## config.mk

```make
export PLATFORM = sky130hd
export DESIGN_NAME = dq_out
export DESIGN_NICKNAME = d
export VERILOG_FILES = /design/src/rtl/core/dq_pkg.sv /design/src/rtl/core/dq_out.sv
export VERILOG_INCLUDE_DIRS = /design/src /design/src/rtl/core
export SDC_FILE = /design/constraint.sdc
export NUM_CORES = 1
export LEC_CHECK = 0
export ABC_AREA = 1
export BUFFER_PORTS_ARGS = -buffer_cell sky130_fd_sc_hd__buf_2
export CORE_MARGIN = 1.5
export CORE_UTILIZATION = 30
export DETAILED_ROUTE_END_ITERATION = 16
export HOLD_SLACK_MARGIN = 0.15
export PLACE_DENSITY = 0.62
export SYNTH_ARGS = -nofsm -noshare
export SYNTH_HDL_FRONTEND = slang
export SYNTH_SLANG_ARGS = --single-unit
```

## constraint.sdc

```tcl
create_clock -name clk -period 0.8 [get_ports clk]
set_input_delay 0.04 -clock clk [delete_from_list [all_inputs] [get_ports clk]]
set_output_delay 0.04 -clock clk [all_outputs]
set_load 0.02 [all_outputs]
```

## src/rtl/core/assert_macros.svh

```systemverilog
// Assertion helpers shared by the deque RTL.
`ifndef ASSERT_MACROS_SVH
`define ASSERT_MACROS_SVH

// Check that an expression holds on every clock outside reset.
`define ASSERT_ALWAYS(name, ck, rn, expr, msg) \
    name: assert property (@(posedge ck) disable iff (!rn) (expr)) \
        else $error(msg);

// Check that a condition implies another one on the next clock.
`define ASSERT_NEXT(name, ck, rn, ante, cons, msg) \
    name: assert property (@(posedge ck) disable iff (!rn) (ante) |=> (cons)) \
        else $error(msg);

`endif

```

## src/rtl/core/dq_pkg.sv

```systemverilog
package dq_pkg;

    typedef enum logic [2:0] {
        CMD_PUSH_FRONT = 3'd0,
        CMD_PUSH_BACK  = 3'd1,
        CMD_POP_FRONT  = 3'd2,
        CMD_POP_BACK   = 3'd3,
        CMD_SIZE       = 3'd4,
        CMD_EMPTY      = 3'd5,
        CMD_FRONT      = 3'd6,
        CMD_BACK       = 3'd7
    } dq_cmd_t;

    typedef enum logic [1:0] {
        STAT_OK    = 2'd0,
        STAT_EMPTY = 2'd1,
        STAT_FULL  = 2'd2
    } dq_status_t;

    typedef struct packed {
        dq_cmd_t     command;
        logic [31:0] push_value;
    } dq_req_t;

    typedef struct packed {
        logic [31:0] result_value;
        dq_status_t  status;
    } dq_rsp_t;

    // Control passed from the pointer stage to the result stage
    typedef struct packed {
        logic        valid;
        logic        use_mem;
        dq_status_t  status;
        logic [31:0] value;
    } dq_stage_t;

endpackage

```

## src/rtl/core/dq_out.sv

```systemverilog
`include "assert_macros.svh"

module dq_out #(
    parameter int DATA_WIDTH = 32
) (
    input  logic                  clk,
    input  logic                  rst_n,
    input  dq_pkg::dq_stage_t     stage,
    input  logic [DATA_WIDTH-1:0] rd_data,
    output dq_pkg::dq_rsp_t       response,
    output logic                  response_valid
);

    import dq_pkg::*;

    logic    valid_reg;
    dq_rsp_t rsp_reg, rsp_next;

    // Pick memory word or computed value
    always_comb
    begin
        rsp_next.result_value = stage.use_mem ? 32'(rd_data) : stage.value;
        rsp_next.status       = stage.status;
    end

    // Hold the result for one strobe cycle
    always_ff @(posedge clk or negedge rst_n)
    begin
        if (!rst_n)
        begin
            valid_reg <= 1'b0;
            rsp_reg   <= '0;
        end
        else
        begin
            valid_reg <= stage.valid;
            rsp_reg   <= rsp_next;
        end
    end

    assign response       = rsp_reg;
    assign response_valid = valid_reg;

    `ASSERT_NEXT(a_mem_ok, clk, rst_n, stage.valid && stage.use_mem,
        response_valid && response.status == STAT_OK,
        "memory result lost or flagged")

endmodule

```

# After elaboration in Yosys (flattened, before gate mapping)
# Index checks and enable logic that the tools add are counted.
[classes]
n_eq_ne = 0
addsub = 0
n_bitwise = 0
n_div = 0
order_cmp = 0
multipliers = 0
n_mux = 1
reduce_logical = 0
shift = 0
[op_table]
columns = ["cell", "n"]
rows = [
  ["$mux W32", 1],
]
[word_totals]
wordCells = 4
inputBits = 70
rom_bits = 0
output_inout_bits = 35
latch_bits = 0
mem_bits_rw = 0
reg_bits = 35
mem_count = 0

# Longest topological paths before layout
# Gate-level depths: netlist of the first run.
[logic_depth]
depth_word = 1
depth_mapped = 5
mapped_depth_nobuf = 3

# Worst setup path before layout of the first run
# No wires, ideal clock.
[synth_timing]
path_type = "in2reg"
from = "in stage[34] (netlist bit)"
to = "reg rsp_reg (netlist bit response[10])"
arrival_ps = 404
path_stages = 5
setup_ps = 116
slack_ps = 280
path_cell_list = "buf_6 inv_8 buf_12 nand2_2 nand2_1"
[synth_lines]
columns = ["element", "line", "text"]
rows = [
  ["start: declaration", "dq_out.sv:8", "input dq_pkg::dq_stage_t stage,"],
  ["end signal: assignment", "dq_out.sv:37", "rsp_reg <= rsp_next;"],
  ["end: declaration", "dq_out.sv:17", "dq_rsp_t rsp_reg, rsp_next;"],
]

# Worst setup path in the final report of the first run
[layout_timing]
from = "reg rsp_reg (netlist bit response[12])"
to = "out response[12] (netlist bit)"
[layout_lines]
columns = ["element", "line", "text"]
rows = [
  ["end: declaration", "dq_out.sv:10", "output dq_pkg::dq_rsp_t response,"],
]
# No word-level cell between the ends.

==> results of run 1 <==
## cell usage after synthesis
master / instances / share of area
sky130_fd_sc_hd__nand2_1: 86 / 0.24
sky130_fd_sc_hd__dfrtp_1: 35 / 0.64
sky130_fd_sc_hd__nand2_2: 10 / 0.046
sky130_fd_sc_hd__buf_6: 3 / 0.025
sky130_fd_sc_hd__clkbuf_8: 3 / 0.030
sky130_fd_sc_hd__buf_12: 1 / 0.015
sky130_fd_sc_hd__inv_8: 1 / 0.0082
## registers in the layout (all words and copies together), names as in the netlist
| name | flops |
|---|---|
| response | 34 |
| response_valid | 1 |
## what timing repair did
item,CTS,global route
endpoints found under the setup margin,35,35
endpoints found under the hold margin,70,0
hold buffers,68,0
gates resized for setup,70,0
## cells by family after synthesis
family	Yosys count
and+or+nand+nor	96
buffers and inverters	8
DFF	35
## power groups by stage
stage / Combinational [mW] / Sequential, mW / Clock, mW
after global routing: 1.25 / 1.97 / 1.49
after global placement: 0.723 / 1.96 / 0
after detailed placement: 0.735 / 1.96 / 0
after CTS: 1.14 / 1.96 / 1.41
after floorplan: 0.203 / 2.14 / 0
final: 1.15 / 1.96 / 1.36
## layout make-up
cell class | instances | area [um2] | share of cell area
repair buffers | 175 | 1468 | 0.5052
flip-flops and latches | 35 | 875.8 | 0.3015
multi-input cells | 96 | 385.4 | 0.1326
clock buffers | 8 | 100.1 | 0.03445
well taps | 52 | 65.06 | 0.02239
inverters | 1 | 11.26 | 0.003876
## worst paths after layout
kind                                 to  slack, ps  cells after the start
min in group asynchronous   response[8]        270                      3
max in group asynchronous  response[20]        360                      3
min                         response[5]        200                      4
max                        response[12]        -30                      1
## routing by layer
metal / track usage / part of all wire
met5: 0 / 0
met4: 0.07265 / 0.022
met3: 0.05916 / 0.060
met2: 0.3532 / 0.57
met1: 0.1863 / 0.35
==> run summary, run 1 <==
For this run, the register share of the synthesized area comes to 0.6404. The remaining antenna violation count is 0. The clock passes through at most 2 buffers. The number of sinks handled by clock tree synthesis came out at 35. Of the total synthesized cell area, the portion taken by AND, OR, NAND and NOR gates is 0.2818. The half-perimeter wire length after detailed placement is roughly 2300 um. Of all nets on the critical path, the largest fanout is 1. The mean area per synthesized cell is approximately 9.8 um2. Of the total power, the share spent switching nets is 0.2505. During synthesis, Yosys emitted a total of 0 warnings. The DRC violation total after the first TritonRoute iteration is about 70.

The flow ran to the end, but the final reports show violations. The instance area after placement came out at around 1900 um2. The min-delay analysis places its worst path in the category input port to flop. The design area came out at just under 3000 um2. Of the total power, combinational logic draws 0.258. Setup repair after global routing could not meet its margin everywhere.

After synthesis, the largest family of logic cells by area is simple AND/OR/NAND/NOR gates. The minimum period implied by the final worst setup slack is between 800 and 900 ps. At the end of routability-driven placement, the weighted congestion stood at 0.6614. The peak per-stage delay on the critical path came out at ~380 ps. Summed over all layers, the global routing overflow is 0. The number of antenna diodes in the final layout is 0. The final-layout setup total negative slack came out at -625.2 ps. The setup slack at placement is 173.9 ps. Dividing total power by cell area gives a power density of roughly 1500 nW/um2. The die covers approximately 5000 um2.

The number of max-slew violations in the final report came out at 0. The filler-free cell count of the finished design came out at between 300 and 400. The clock tree synthesis step divided the H-tree into 2 levels. The final reports fail on negative setup slack. The category of cells accounting for the largest share of critical-path delay is flip-flops. The xor/xnor cell area share of the yosys netlist is 0. The maximum resistive drop on vdd came out at roughly 0.94 mV. The mux cell area share after synthesis came out at 0.

The total of max-cap violations came out at 0. The signed area change from the synthesized netlist to the final layout is 112.4%. The complex-gate fraction of the synthesized area is 0.

Traced cell by cell, the critical path runs through buf_6. The ratio of cells with drive above 1 in the final layout is 0.3968. The initial utilization of the core area, before any placement, comes to 0.3119. The number of buffers inserted by port buffering is 104. The post-detailed-route wirelength per cell is approximately 12 um. The number of post-CTS setup repair buffers is 0.

The fraction of power consumed by the clock network is 0.303. The first-pass GRT wire length is 7286 um. In this run the most critical hold path is launched from stage[34]. The final count of hold timing violations is 0. After clock tree synthesis, the clock-pin slew on the worst setup and hold paths is approximately 70 ps. The largest individual stage delay along the critical path comes from the cell sky130_fd_sc_hd__dfrtp_1.

Setup violations remaining at the end of the flow were counted as 35. The share of total power in sequential cells is 0.439. The ratio of routed vias to standard cells came out at 4.109.

~110 I/O pins were placed. The most critical setup path has its startpoint at response[12]. In the post-route analysis, the smallest setup slack over all paths is -30.70 ps. STA classifies the critical path startpoint as a flop. When the netlist entered floorplanning its net count stood at 209.

The aggregate routed wire length is roughly 4400 um. The data arrival time at the worst-slack endpoint is a little under 800 ps. The tree is rooted in a sky130_fd_sc_hd__clkbuf_8.

The number of vias in the routed layout is 1508. The horizontal die dimension is approximately 71 um. The share of the core filled with cells in the final layout is 0.6627. The count of filler cells inserted in the layout is ~340. The synthesized-area fraction occupied by adder cells is 0. The via count of the first global-routing pass is about 1600.

The normalized max-slew margin came out at 0.8585. The region available for standard cell placement spans about 4400 um2. The post-layout total power is 4.469 mW. The internal power is roughly 3.3 mW.

The number of placed instances with taps included came out at around 290. The total standard cell area after synthesis came out at 1368 um2. The synthesized design contains 35 register bits. The required time of the worst setup path came out at 760 ps. The die boundary height is ~70 um. The count of buffer and inverter cells on the critical path is 1.

The floorplan row count came out at 24. Leaving out fill and tap cells, the most frequent cells in the layout are 86 x sky130_fd_sc_hd__nand2_1, 69 x sky130_fd_sc_hd__buf_2, 68 x sky130_fd_sc_hd__dlygate4sd3_1. The final net count is around 380. The number of antenna violations at the first check in global routing is 0. The all-layer global routing usage is 0.1862. The worst hold slack after final layout is 201.9 ps. TritonCTS built the clock tree. The distinct cell type count after synthesis is 7. The total DRC errors in the routed layout came out at 0.

The highest clock rate is around 1200 MHz. The transition at the pin with the smallest max-transition slack came out at ~210 ps. The final period utilization came out at 1.038. The number of clock buffers added by TritonCTS is 5.

The net switching power figure is about 1.1 mW. The library cell used most frequently in the layout, excluding fill and tap cells, is sky130_fd_sc_hd__nand2_1. The pin count of the biggest net entering global routing came out at 36. The leakage power figure came out at 1.552 nW. The worst setup path is captured at a primary output. The number of optimization iterations in the first detailed-route pass came out at 4. The instance count of the mapped netlist came out at between 100 and 150.

The critical path is of the flop to primary output type.
(Power assumes the default switching activity.)
==> run 2, diff against run 1 <==
--- a/config.mk
+++ b/config.mk
@@ -8,6 +8,7 @@
 export LEC_CHECK = 0
 export ABC_AREA = 1
 export BUFFER_PORTS_ARGS = -buffer_cell sky130_fd_sc_hd__buf_2
+export CAP_MARGIN = 40
 export CORE_MARGIN = 1.5
 export CORE_UTILIZATION = 30
 export DETAILED_ROUTE_END_ITERATION = 16
==> constraint.sdc (replaced) <==
create_clock -name clk -period 0.8 [get_ports clk]
set_input_delay 0.16 -clock clk [delete_from_list [all_inputs] [get_ports clk]]
set_output_delay 0.16 -clock clk [all_outputs]
set_load 0.02 [all_outputs]
==> run summary, run 2 (synthesized netlist as in run 1, its figures left out) <==
Status: finished, violations left (unchanged). Violations in the final reports: negative setup slack (unchanged). The setup-violating endpoint count in the final report came out at 35 (unchanged). The number of sinks handled by clock tree synthesis came out at 35 (unchanged). The final net count is 384 (unchanged). The number of optimization iterations in the first detailed-route pass was 3 (was 4). The TritonCTS buffer count came out at 5 (unchanged). The transition at the pin with the smallest max-transition slack is 210.3 ps (was 212.2 ps).

The half-perimeter wire length after detailed placement was 2305 um (was 2292 um). The peak per-stage delay on the critical path was 390 ps (was 380 ps). The final count of hold timing violations is 0 (unchanged). The classification of the worst-slack hold path is input port to flop (unchanged).

The number of buffers inserted by port buffering is 104 (unchanged). The number of flip-flops under the largest register name came out at 34 (unchanged). Cells traversed along the worst timing path: buf_6 (unchanged). The floorplan row count is 24 (unchanged).

The total of max-cap violations came out at 0 (unchanged). The ratio of cells with drive above 1 in the final layout was 0.3937 (was 0.3968). The H-tree depth is 2 (unchanged). The highest clock rate came out at 1028 MHz (was 1204 MHz).

The aggregate routed wire length is 4307 um (was 4357 um). The via count of the first global-routing pass is 1616 (was 1625). The total DRC errors in the routed layout came to 0 (unchanged). The CTS tree was done (unchanged).

The horizontal die dimension came out at 70.52 um (unchanged). The number of max-slew violations in the final report was 0 (unchanged). The number of vias in the routed layout came out at 1498 (was 1508). The most common cell after layout, fill and taps aside is sky130_fd_sc_hd__nand2_1 (unchanged). The startpoint kind of the worst setup timing path is a flop (unchanged).

The clock transition at the register clock pins on the worst setup and hold paths after CTS is 70 ps (about the same). The slowest cell on the critical path is sky130_fd_sc_hd__dfrtp_1 (unchanged). The minimum period implied by the final worst setup slack was 973.2 ps (was 830.7 ps).

The endpoint type of the worst setup path is a primary output (unchanged). The initial core utilization came out at 0.3119 (unchanged). The aggregate global routing overflow is 0 (unchanged). The count of buffer and inverter cells on the critical path came out at 1 (unchanged). The first-pass GRT wire length is 7155 um (was 7286 um).

Unrepaired setup endpoints after global routing: true (unchanged). The pin count of the biggest net entering global routing is 36 (unchanged). The critical path class is flop to primary output (unchanged). The maximum fanout along the worst path came out at 1 (unchanged).

The power density relative to cell area is 1491 nW/um2 (was 1538 nW/um2). The global placer's final weighted congestion came out at 0.6615 (was 0.6614). The number of cells traversed by the worst hold path was 4 (unchanged).

The signed area change from the synthesized netlist to the final layout came out at 111.1% (was 112.4%). The final critical-path setup slack is -173.2 ps (was -30.70 ps). The normalized max-slew margin came out at 0.8598 (was 0.8585). The number of placed instances with taps included came out at 291 (unchanged). The leakage power figure is 1.543 nW (was 1.552 nW). The DRC violation total after the first TritonRoute iteration is 59 (was 71). The filler-free cell count of the finished design came out at 367 (unchanged). The number of antenna violations at the first check in global routing came out at 0 (unchanged). The maximum buffer depth of the clock tree came to 2 (unchanged). Highest-count cells in the layout ignoring fill and taps: 86 x sky130_fd_sc_hd__nand2_1, 69 x sky130_fd_sc_hd__buf_2, 68 x sky130_fd_sc_hd__dlygate4sd3_1 (unchanged). The category of cells accounting for the largest share of critical-path delay is flip-flops (unchanged). The clock root buffer master is sky130_fd_sc_hd__clkbuf_8 (unchanged). The number of antenna cells inserted was 0 (unchanged). The ratio of routed vias to standard cells was 4.082 (was 4.109). The post-detailed-route wirelength per cell was 11.74 um (was 11.87 um). The required time of the worst setup path was 640 ps (was 760 ps). The final period utilization is 1.217 (was 1.038). The area inside the core boundary came to 4384 um2 (unchanged). The share of the core filled with cells in the final layout is 0.6584 (was 0.6627). The remaining antenna violation count is 0 (unchanged). The data arrival time at the worst-slack endpoint came out at 810 ps (was 790 ps).

The die boundary height is 70.52 um (unchanged). The total stage count of the critical path is 1 (unchanged). The all-layer global routing usage came out at 0.1875 (was 0.1862).

The final-layout setup total negative slack is -5087 ps (was -625.2 ps). The area of the die came out at 4972 um2 (unchanged). The maximum resistive drop on vdd came out at 0.9963 mV (was 0.9438 mV). The number of top-level design ports came out at 105 (unchanged).
-- run 2: final timing paths --
path / slack, ps / start / end
max in group asynchronous: 250 / rst_n / response[5]
min in group asynchronous: 370 / rst_n / response[15]
worst min-delay path: 320 / stage[34] / response[5]
worst max-delay path: -170 / response[28] / response[28]
-- run 2: metal layers --
metal / share of wire / up-vias / GRT usage
met2: 0.54 / 71 / 0.3323
met3: 0.059 / 21 / 0.04185
met1: 0.35 / 646 / 0.1978
li1: - / 760 / -
met5: 0 / - / 0
met4: 0.055 / 0 / 0.1239
-- run 2: layout make-up --
cell class | instances | area [um2]
inverter | 1 | 11.26
tap | 52 | 65.06
timing repair buffer | 175 | 1468
clock inverter | 1 | 5.005
clock buffer | 7 | 76.32
fill | 352 | 1498
multi-input combinational | 96 | 385.4
sequential | 35 | 875.8
-- run 2: stage by stage --
stage / area (um2) / hold slack [ps] / setup slack, ps / power (mW)
global placement: 1906 / 137.3 / 75.29 / 2.680
detailed placement: 1906 / 135.2 / 55.72 / 2.698
global route: 2887 / 335.0 / -191.3 / 4.532
finish: 2887 / 318.1 / -173.2 / 4.304
CTS: 2887 / 317.2 / -174.6 / 4.346
floorplan: 1368 / -135.6 / 159.8 / 2.345
-- run 2: timing repair --
action,in CTS,in global routing
endpoints found under the setup margin,35,35
gates cloned,0,0
endpoints found under the hold margin,70,0
buffers inserted,0,0
hold buffers,68,0
resized for setup,70,0
-- run 2: power by group --
group | internal [mW] | switching, mW
Combinational | 0.663 | 0.487
Clock | 0.610 | 0.583
Sequential | 1.90 | 0.0608
