File: src/rtl/core/assert_macros.svh
// Assertion helpers shared by the deque RTL.
`ifndef ASSERT_MACROS_SVH
`define ASSERT_MACROS_SVH

// Check that an expression holds on every clock outside reset.
`define ASSERT_ALWAYS(name, ck, rn, expr, msg) \
    name: assert property (@(posedge ck) disable iff (!rn) (expr)) \
        else $error(msg);

// Check that a condition implies another one on the next clock.
`define ASSERT_NEXT(name, ck, rn, ante, cons, msg) \
    name: assert property (@(posedge ck) disable iff (!rn) (ante) |=> (cons)) \
        else $error(msg);

`endif

File: src/rtl/core/dq_pkg.sv
package dq_pkg;

    typedef enum logic [2:0] {
        CMD_PUSH_FRONT = 3'd0,
        CMD_PUSH_BACK  = 3'd1,
        CMD_POP_FRONT  = 3'd2,
        CMD_POP_BACK   = 3'd3,
        CMD_SIZE       = 3'd4,
        CMD_EMPTY      = 3'd5,
        CMD_FRONT      = 3'd6,
        CMD_BACK       = 3'd7
    } dq_cmd_t;

    typedef enum logic [1:0] {
        STAT_OK    = 2'd0,
        STAT_EMPTY = 2'd1,
        STAT_FULL  = 2'd2
    } dq_status_t;

    typedef struct packed {
        dq_cmd_t     command;
        logic [31:0] push_value;
    } dq_req_t;

    typedef struct packed {
        logic [31:0] result_value;
        dq_status_t  status;
    } dq_rsp_t;

    // Control passed from the pointer stage to the result stage
    typedef struct packed {
        logic        valid;
        logic        use_mem;
        dq_status_t  status;
        logic [31:0] value;
    } dq_stage_t;

endpackage

File: src/rtl/core/dq_ctrl.sv
`include "assert_macros.svh"

module dq_ctrl #(
    parameter int DEPTH      = 1024,
    parameter int DATA_WIDTH = 32
) (
    input  logic                     clk,
    input  logic                     rst_n,
    input  logic                     start,
    input  dq_pkg::dq_req_t          request,
    output logic                     wr_en,
    output logic [$clog2(DEPTH)-1:0] wr_addr,
    output logic [DATA_WIDTH-1:0]    wr_data,
    output logic                     rd_en,
    output logic [$clog2(DEPTH)-1:0] rd_addr,
    output dq_pkg::dq_stage_t        stage
);

    import dq_pkg::*;

    localparam int AW = $clog2(DEPTH);
    localparam int CW = $clog2(DEPTH + 1);

    logic            in_valid_reg;
    dq_req_t         in_req_reg;
    logic [AW-1:0]   head_reg, head_next;
    logic [CW-1:0]   count_reg, count_next;
    dq_stage_t       stage_reg, stage_next;

    logic            is_empty;
    logic            is_full;
    logic [AW-1:0]   head_inc;
    logic [AW-1:0]   head_dec;
    logic [AW:0]     back_sum;
    logic [AW:0]     tail_sum;
    logic [AW-1:0]   back_slot;
    logic [AW-1:0]   tail_slot;

    // Ring pointer arithmetic
    always_comb
    begin
        is_empty  = (count_reg == '0);
        is_full   = (count_reg == CW'(DEPTH));
        head_inc  = (head_reg == AW'(DEPTH - 1)) ? '0 : head_reg + 1'b1;
        head_dec  = (head_reg == '0) ? AW'(DEPTH - 1) : head_reg - 1'b1;
        back_sum  = (AW + 1)'(head_reg) + (AW + 1)'(count_reg);
        tail_sum  = back_sum - 1'b1;
        back_slot = (back_sum >= (AW + 1)'(DEPTH)) ?
                    AW'(back_sum - (AW + 1)'(DEPTH)) : AW'(back_sum);
        tail_slot = (tail_sum >= (AW + 1)'(DEPTH)) ?
                    AW'(tail_sum - (AW + 1)'(DEPTH)) : AW'(tail_sum);
    end

    // Decode the held request into memory access and pointer update
    always_comb
    begin
        head_next  = head_reg;
        count_next = count_reg;
        wr_en      = 1'b0;
        wr_addr    = head_dec;
        wr_data    = DATA_WIDTH'(in_req_reg.push_value);
        rd_en      = 1'b0;
        rd_addr    = head_reg;
        stage_next = '{valid: in_valid_reg, use_mem: 1'b0,
                       status: STAT_OK, value: '0};
        if (in_valid_reg)
        begin
            case (in_req_reg.command)
                CMD_PUSH_FRONT:
                begin
                    stage_next.valid = is_full;
                    if (is_full)
                    begin
                        stage_next.status = STAT_FULL;
                    end
                    else
                    begin
                        wr_en      = 1'b1;
                        wr_addr    = head_dec;
                        head_next  = head_dec;
                        count_next = count_reg + 1'b1;
                    end
                end
                CMD_PUSH_BACK:
                begin
                    stage_next.valid = is_full;
                    if (is_full)
                    begin
                        stage_next.status = STAT_FULL;
                    end
                    else
                    begin
                        wr_en      = 1'b1;
                        wr_addr    = back_slot;
                        count_next = count_reg + 1'b1;
                    end
                end
                CMD_POP_FRONT:
                begin
                    if (is_empty)
                    begin
                        stage_next.status = STAT_EMPTY;
                    end
                    else
                    begin
                        rd_en              = 1'b1;
                        rd_addr            = head_reg;
                        stage_next.use_mem = 1'b1;
                        head_next          = head_inc;
                        count_next         = count_reg - 1'b1;
                    end
                end
                CMD_POP_BACK:
                begin
                    if (is_empty)
                    begin
                        stage_next.status = STAT_EMPTY;
                    end
                    else
                    begin
                        rd_en              = 1'b1;
                        rd_addr            = tail_slot;
                        stage_next.use_mem = 1'b1;
                        count_next         = count_reg - 1'b1;
                    end
                end
                CMD_SIZE:
                begin
                    stage_next.value = 32'(count_reg);
                end
                CMD_EMPTY:
                begin
                    stage_next.value = 32'(is_empty);
                end
                CMD_FRONT:
                begin
                    if (is_empty)
                    begin
                        stage_next.status = STAT_EMPTY;
                    end
                    else
                    begin
                        rd_en              = 1'b1;
                        rd_addr            = head_reg;
                        stage_next.use_mem = 1'b1;
                    end
                end
                CMD_BACK:
                begin
                    if (is_empty)
                    begin
                        stage_next.status = STAT_EMPTY;
                    end
                    else
                    begin
                        rd_en              = 1'b1;
                        rd_addr            = tail_slot;
                        stage_next.use_mem = 1'b1;
                    end
                end
                default:
                begin
                    stage_next.valid = 1'b0;
                end
            endcase
        end
    end

    // Capture the request, advance pointers, hold stage control
    always_ff @(posedge clk or negedge rst_n)
    begin
        if (!rst_n)
        begin
            in_valid_reg <= 1'b0;
            head_reg     <= '0;
            count_reg    <= '0;
            stage_reg    <= '0;
        end
        else
        begin
            in_valid_reg <= start;
            head_reg     <= head_next;
            count_reg    <= count_next;
            stage_reg    <= stage_next;
        end
    end

    always_ff @(posedge clk)
    begin
        if (start)
        begin
            in_req_reg <= request;
        end
    end

    assign stage = stage_reg;

    `ASSERT_ALWAYS(a_count_bound, clk, rst_n, count_reg <= CW'(DEPTH),
        "entry count above depth")
    `ASSERT_ALWAYS(a_one_access, clk, rst_n, !(wr_en && rd_en),
        "memory read and write in one cycle")
    `ASSERT_NEXT(a_push_grows, clk, rst_n,
        in_valid_reg && !is_full && (in_req_reg.command == CMD_PUSH_FRONT ||
        in_req_reg.command == CMD_PUSH_BACK),
        count_reg == CW'($past(count_reg) + 1'b1),
        "accepted push did not grow the count")

endmodule

File: config.mk
export PLATFORM = sky130hd
export DESIGN_NAME = dq_ctrl
export DESIGN_NICKNAME = d
export VERILOG_FILES = /design/src/rtl/core/dq_pkg.sv /design/src/rtl/core/dq_ctrl.sv
export VERILOG_INCLUDE_DIRS = /design/src /design/src/rtl/core
export SDC_FILE = /design/constraint.sdc
export NUM_CORES = 1
export LEC_CHECK = 0
export ABC_CLOCK_PERIOD_IN_PS = 2700
export BUFFER_PORTS_ARGS = -buffer_cell sky130_fd_sc_hd__buf_2
export CAP_MARGIN = 25
export CORE_MARGIN = 8
export CORE_UTILIZATION = 48
export CTS_BUF_LIST = sky130_fd_sc_hd__clkbuf_8 sky130_fd_sc_hd__clkbuf_16
export CTS_CLUSTER_SIZE = 40
export DETAILED_ROUTE_END_ITERATION = 10
export PLACE_DENSITY = 0.78
export RECOVER_POWER = 100
export SLEW_MARGIN = 30
export SYNTH_ARGS = -nofsm -noshare
export SYNTH_HDL_FRONTEND = slang
export SYNTH_SLANG_ARGS = --single-unit
File: constraint.sdc
create_clock -name clk -period 2.7 [get_ports clk]
set_input_delay 0.405 -clock clk [delete_from_list [all_inputs] [get_ports clk]]
set_output_delay 0.405 -clock clk [all_outputs]
set_load 0.1 [all_outputs]
* Word-level counts from Yosys, hierarchy flattened *
Cells that the tools add are included.

word-level totals
  logic and storage cells = 71
  register bits = 93
  output and inout port bits = 90

cells by class
  reduce and logical (&&, ||, !) cells = 11
  equal/unequal tests = 13
  magnitude comparators = 2
  multiplexer cells = 28
  $add $sub $neg = 8

operators by type and width
  operator                                                              number
  10-bit two-way mux                                                    12
  11-bit one-hot mux with 2 select lines                                2
  36-bit two-way mux                                                    1
  10-bit by 1-bit subtractor with 10-bit output, second input constant  3
  11-bit greater-or-equal comparator, second input constant             2
  11-bit two-way mux                                                    2
  11-bit by 1-bit subtractor with 11-bit output, second input constant  2
  10-bit one-hot mux with 2 select lines                                1
  3-bit == test, second input constant                                  4
  10-bit by 11-bit adder with 11-bit output                             1
  11-bit by 1-bit adder with 11-bit output, second input constant       1
  11-bit == test, second input constant                                 1
  11-bit zero test                                                      1
  10-bit by 1-bit adder with 10-bit output, second input constant       1
  10-bit == test, second input constant                                 1
  10-bit zero test                                                      1
  1-bit two-way mux                                                     8
  2-bit != test, second input constant                                  4
  4-bit AND reduction                                                   2
  3-bit by 2-bit == test with 1-bit output, second input constant       2
  2-bit OR reduction                                                    3
  2-bit one-hot mux with 2 select lines                                 1
  2-bit nonzero test                                                    2
  4-bit OR reduction                                                    1
  other kinds (3)                                                       3

* Logic depth before layout (Yosys ltp) *
  word-level depth = 7
  depth in mapped cells = 10
  gate-level depth less buffers = 10

* Worst setup path before layout *
OpenSTA, ideal clock, no wires.

  kind = reg-to-output
  start point = reg count_reg[1]
  end point = out rd_addr[0]
  cell stages (with the launch flop) = 8
  data required time = 2.295 ns
  slack = -2.626 ns
  arrival = 4.921 ns
  cell sequence = dfrtp_1 nor4_1 nand3_1 nor2_1 nor2_1 nand2_1 buf_2 o21ai_0

on the way
  cells in the longest elaborated chain, start to end = 7

ends and longest elaborated chain
  element                                        line                            text
  start: declaration                             dq_ctrl.sv:27                   logic [CW-1:0] count_reg, count_next;
  start signal: assignment                       dq_ctrl.sv:183                  count_reg <= count_next;
  10-bit by 11-bit adder with 11-bit output      dq_ctrl.sv:46                   back_sum = (AW + 1)'(head_reg) + (AW + 1)'(count_reg);
  11-bit by 1-bit subtractor with 11-bit output  dq_ctrl.sv:47                   tail_sum = back_sum - 1'b1;
  11-bit greater-or-equal comparator             dq_ctrl.sv:50                   tail_slot = (tail_sum >= (AW + 1)'(DEPTH)) ?
  10-bit two-way mux                             dq_ctrl.sv:50
  10-bit two-way mux *                           dq_ctrl.sv:115, dq_ctrl.sv:150
  10-bit two-way mux *                           n/a
  10-bit two-way mux *                           dq_ctrl.sv:66                   if (in_valid_reg)
  end: declaration                               dq_ctrl.sv:15                   output logic [$clog2(DEPTH)-1:0] rd_addr,

Mark *: on every way between the ends. The rest lies on a longest branch, timed or not.

* Final worst setup path *
  start point = reg head_reg[0]
  end point = out rd_addr[9]

on the way
  cells in the longest elaborated chain, start to end = 7

ends and longest elaborated chain
  element                                                                                              line                            text
  start: declaration                                                                                   dq_ctrl.sv:26                   logic [AW-1:0] head_reg, head_next;
  start signal: assignment                                                                             dq_ctrl.sv:182                  head_reg <= head_next;
  10-bit by 11-bit adder with 11-bit output *                                                          dq_ctrl.sv:46
  11-bit by 1-bit subtractor with 11-bit output *                                                      dq_ctrl.sv:47
  10-bit by 1-bit subtractor with 10-bit output or 11-bit greater-or-equal comparator (tied branches)  dq_ctrl.sv:51, dq_ctrl.sv:50
  10-bit two-way mux *                                                                                 dq_ctrl.sv:50
  10-bit two-way mux *                                                                                 dq_ctrl.sv:115, dq_ctrl.sv:150
  10-bit two-way mux *                                                                                 n/a
  10-bit two-way mux *                                                                                 dq_ctrl.sv:66

Marks and branches as above.

==> run summary <==
first drt pass iteration count: 5
area of the mapped netlist: 4490 sq um
path depth of the worst reg2reg path: 16
end point of the most critical hold path: in_req_reg[34]$_DFFE_PP_
failing checks: capacitance limit, slew limit, setup timing
detail-routed via count per cell: 5.84
number of buffers created by CTS: 9
largest stage delay on the critical path: 0.44 ns
maximum clock frequency: 0.284 GHz
register clock-pin slew on the reported worst setup and hold paths: 0.09 ns
# clock sinks: 72
clock buffer depth: 2
launching element type of the critical path: flop
slack of the critical path: -0.815 ns
Clk Tree Root Cell: sky130_fd_sc_hd__clkbuf_8
required time at the endpoint of the critical path: 2.30 ns
RSZ-0062 raised after global routing: yes
drt total wl: 15.5 mm
critical-path maximum fanout: 4
beginning of the worst register-to-register path: head_reg[1]$_DFFE_PN0P_
final max-slew violation count: 75
Hold Crit Depth: 1
Hold Startpoint: request[34]
fraction of the yosys area taken by sequential cells: 44.0%
commonest non-fill, non-tap cell in the layout: sky130_fd_sc_hd__buf_4
flip-flop cell with the highest count after synthesis: sky130_fd_sc_hd__dfrtp_1
latest clock arrival within the worst-skew pair: 0.36 ns
Die X: 113 um
worst r2r dst: head_reg[9]$_DFFE_PN0P_
area grow syn2layout: 51.8%
total placed instance area: 5920 sq um
n_diodes: 0
signal arrival time at the worst endpoint: 3.11 ns
number of flip-flops under the largest register name: 32
crit path kind: reg -> out
family with the most delay on the worst path: compound AO/OA/AOI/OAI gates
worst setup slack for register-to-register paths: 0.06 ns
ordered cell list for the critical path: ha_4 -> fa_2 -> a211o_1 -> and3_4 -> o221a_4 -> nor3_4 -> o221ai_2 -> xor2_2 -> o21ai_4 -> buf_12
pin count of the biggest net entering global routing: 38
initial core utilization: 49.1%
final standard cell utilization of the core: 74.5%
number of endpoints failing setup at the final stage: 20
number of H-tree branching levels: 3
clock skew after layout: 0.0157 ns
Yosys warnings: 0
sum of net half-perimeters after detailed placement: 9.79 mm
type of the tightest min-delay check: in -> reg
count of standard-cell rows: 35
slowest cell on the critical path: sky130_fd_sc_hd__dfrtp_2
number of buffer and inverter instances along the worst setup path: 1
Iteration-0 DRC Markers: 435
final period utilization: 130%
Core Box Area: 9150 sq um
DR vias: 4365
number of storage elements in the synthesis netlist: 72
# port buffers: 106
Final Hold Fails: 0
DIE AREA: 12700 sq um
Filler Cells Inserted: 566
number of nets in the layout: 692
count of unique library cells instantiated by Yosys: 58
overall fraction of global-route tracks in use: 21.7%
post-detailed-route DRC marker count: 0
height of the die: 113 um
Post-synth EDFFs: 35
wire length of the first global-routing pass: 21.8 mm
worst relative slew slack: -40.2%
result of the run: finished, violations left
number of maximum-capacitance constraint violations: 2
final antenna-violating net count: 0
CTS tree: yes
Post-Synthesis Cells: 455
endpoint kind of the worst setup timing path: output port
commonest cells after routing, fill and taps aside: sky130_fd_sc_hd__buf_4 (86), sky130_fd_sc_hd__clkbuf_1 (49), sky130_fd_sc_hd__buf_2 (37), sky130_fd_sc_hd__edfxtp_1 (35), sky130_fd_sc_hd__dfrtp_1 (33)
overflow left after global routing: 0
count of pins on the block boundary: 128
fin crit period: 3.52 ns
FFs w/ async S/R, synth: 51.4%
routed wire length per instance: 20.8 um
fraction of final layout cells sized beyond drive strength 1: 44.0%
Final Wtd Congestion: 0.888
Final Cell Area: 6820 sq um
number of antenna violations at the first check in global routing: 0
syn avg cell area: 9.87 sq um
transition at the pin with the smallest max-transition slack: 2.10 ns
via count of the first global-routing pass: 4317
-- per-stage QoR --
stage	worst slack (ns)	setup TNS, ns	hold WS [ns]	std cells
6_report	-0.815	-8.89	0.222	747
5_1_grt	-0.934	-10.55	0.204	747
4_1_cts	-0.722	-7.43	0.179	734
3_5_place_dp	-0.408	-2.56	0.545	691
3_3_place_gp	-0.355	-1.97	0.527	691
2_1_floorplan	-0.592	-2.99	0.109	475
-- layout make-up --
cell class	instances	area [sq um]	share of cell area [%]
Timing Repair Buffer	212	1700	24.9
Clock buffer	9	124	1.82
Clock inverter	7	75.1	1.10
Inverter	12	47.5	0.697
Multi-Input combinational cell	324	2760	40.4
Tap cell	111	139	2.04
Sequential cell	72	1980	29.1
-- cell usage after synthesis (all sizes together), types with 2 or more instances --
cell,instances,area [sq um]
a211oi,4,30.0
dfrtp,37,926
nand4,2,12.5
o221ai,2,23.8
nor3,15,91.3
nand3b,2,15.0
mux2i,2,20.0
a21oi,18,90.1
nor2b,2,12.5
and3,6,47.5
edfxtp,35,1050
nand2,36,135
ha,21,263
a31oi,6,37.5
or2,5,31.3
buf,60,435
o21a,5,37.5
nand2b,3,18.8
or3,3,18.8
a211o,2,17.5
nand3,8,40.0
mux2,2,22.5
a311oi,2,23.8
o31ai,4,30.0
clkbuf,8,30.0
nor3b,2,26.3
a21o,8,60.1
o21bai,5,37.5
fa,2,40.0
xnor2,17,149
nor2,35,131
nor4,7,56.3
inv,12,45.0
o22ai,2,12.5
xor2,10,87.6
and2,11,68.8
o21ai,44,224
-- kinds of logic after synthesis --
kind of cell	share of synthesized area, %
multiplexers	0.947
AND/OR/NAND/NOR	16.1
AO/OA/AOI/OAI	15.5
other	0.0835
flip-flops	44.0
adder cells (fa/ha/maj)	6.74
XOR/XNOR	5.26
buffers and inverters	11.4
-- per-layer routing --
layer  global-route usage (%)  up-vias  wire length [um]
li1                         -     1905                 -
met1                     24.7     2073              5850
met2                     37.9      314              7460
met3                     5.48       73              1560
met4                     9.26        0               673
met5                        0        -                 0
-- worst max-delay path by stage --
stage | startpoint | to | slack (ns) | cells past startpoint
2_1_floorplan | head_reg[0]$_DFFE_PN0P_ | rd_addr[8] | -0.59 | 9
3_3_place_gp | count_reg[0]$_DFFE_PN0P_ | rd_addr[6] | -0.36 | 10
3_5_place_dp | head_reg[0]$_DFFE_PN0P_ | rd_addr[8] | -0.41 | 10
4_1_cts | count_reg[0]$_DFFE_PN0P_ | rd_addr[8] | -0.72 | 10
5_1_grt | count_reg[0]$_DFFE_PN0P_ | rd_addr[9] | -0.93 | 10
6_report | head_reg[0]$_DFFE_PN0P_ | rd_addr[9] | -0.82 | 10
-- what timing repair did --
action	in CTS	in global routing
endpoints found under the hold margin	0	0
pin swaps	31	21
setup buffers	28	13
hold buffers	0	0
setup endpoints to repair	20	23
gates resized for setup	70	29
gates cloned	1	1
Power is not shown: default switching activity piles up to over one toggle a cycle in this logic, so the estimate is an artifact.
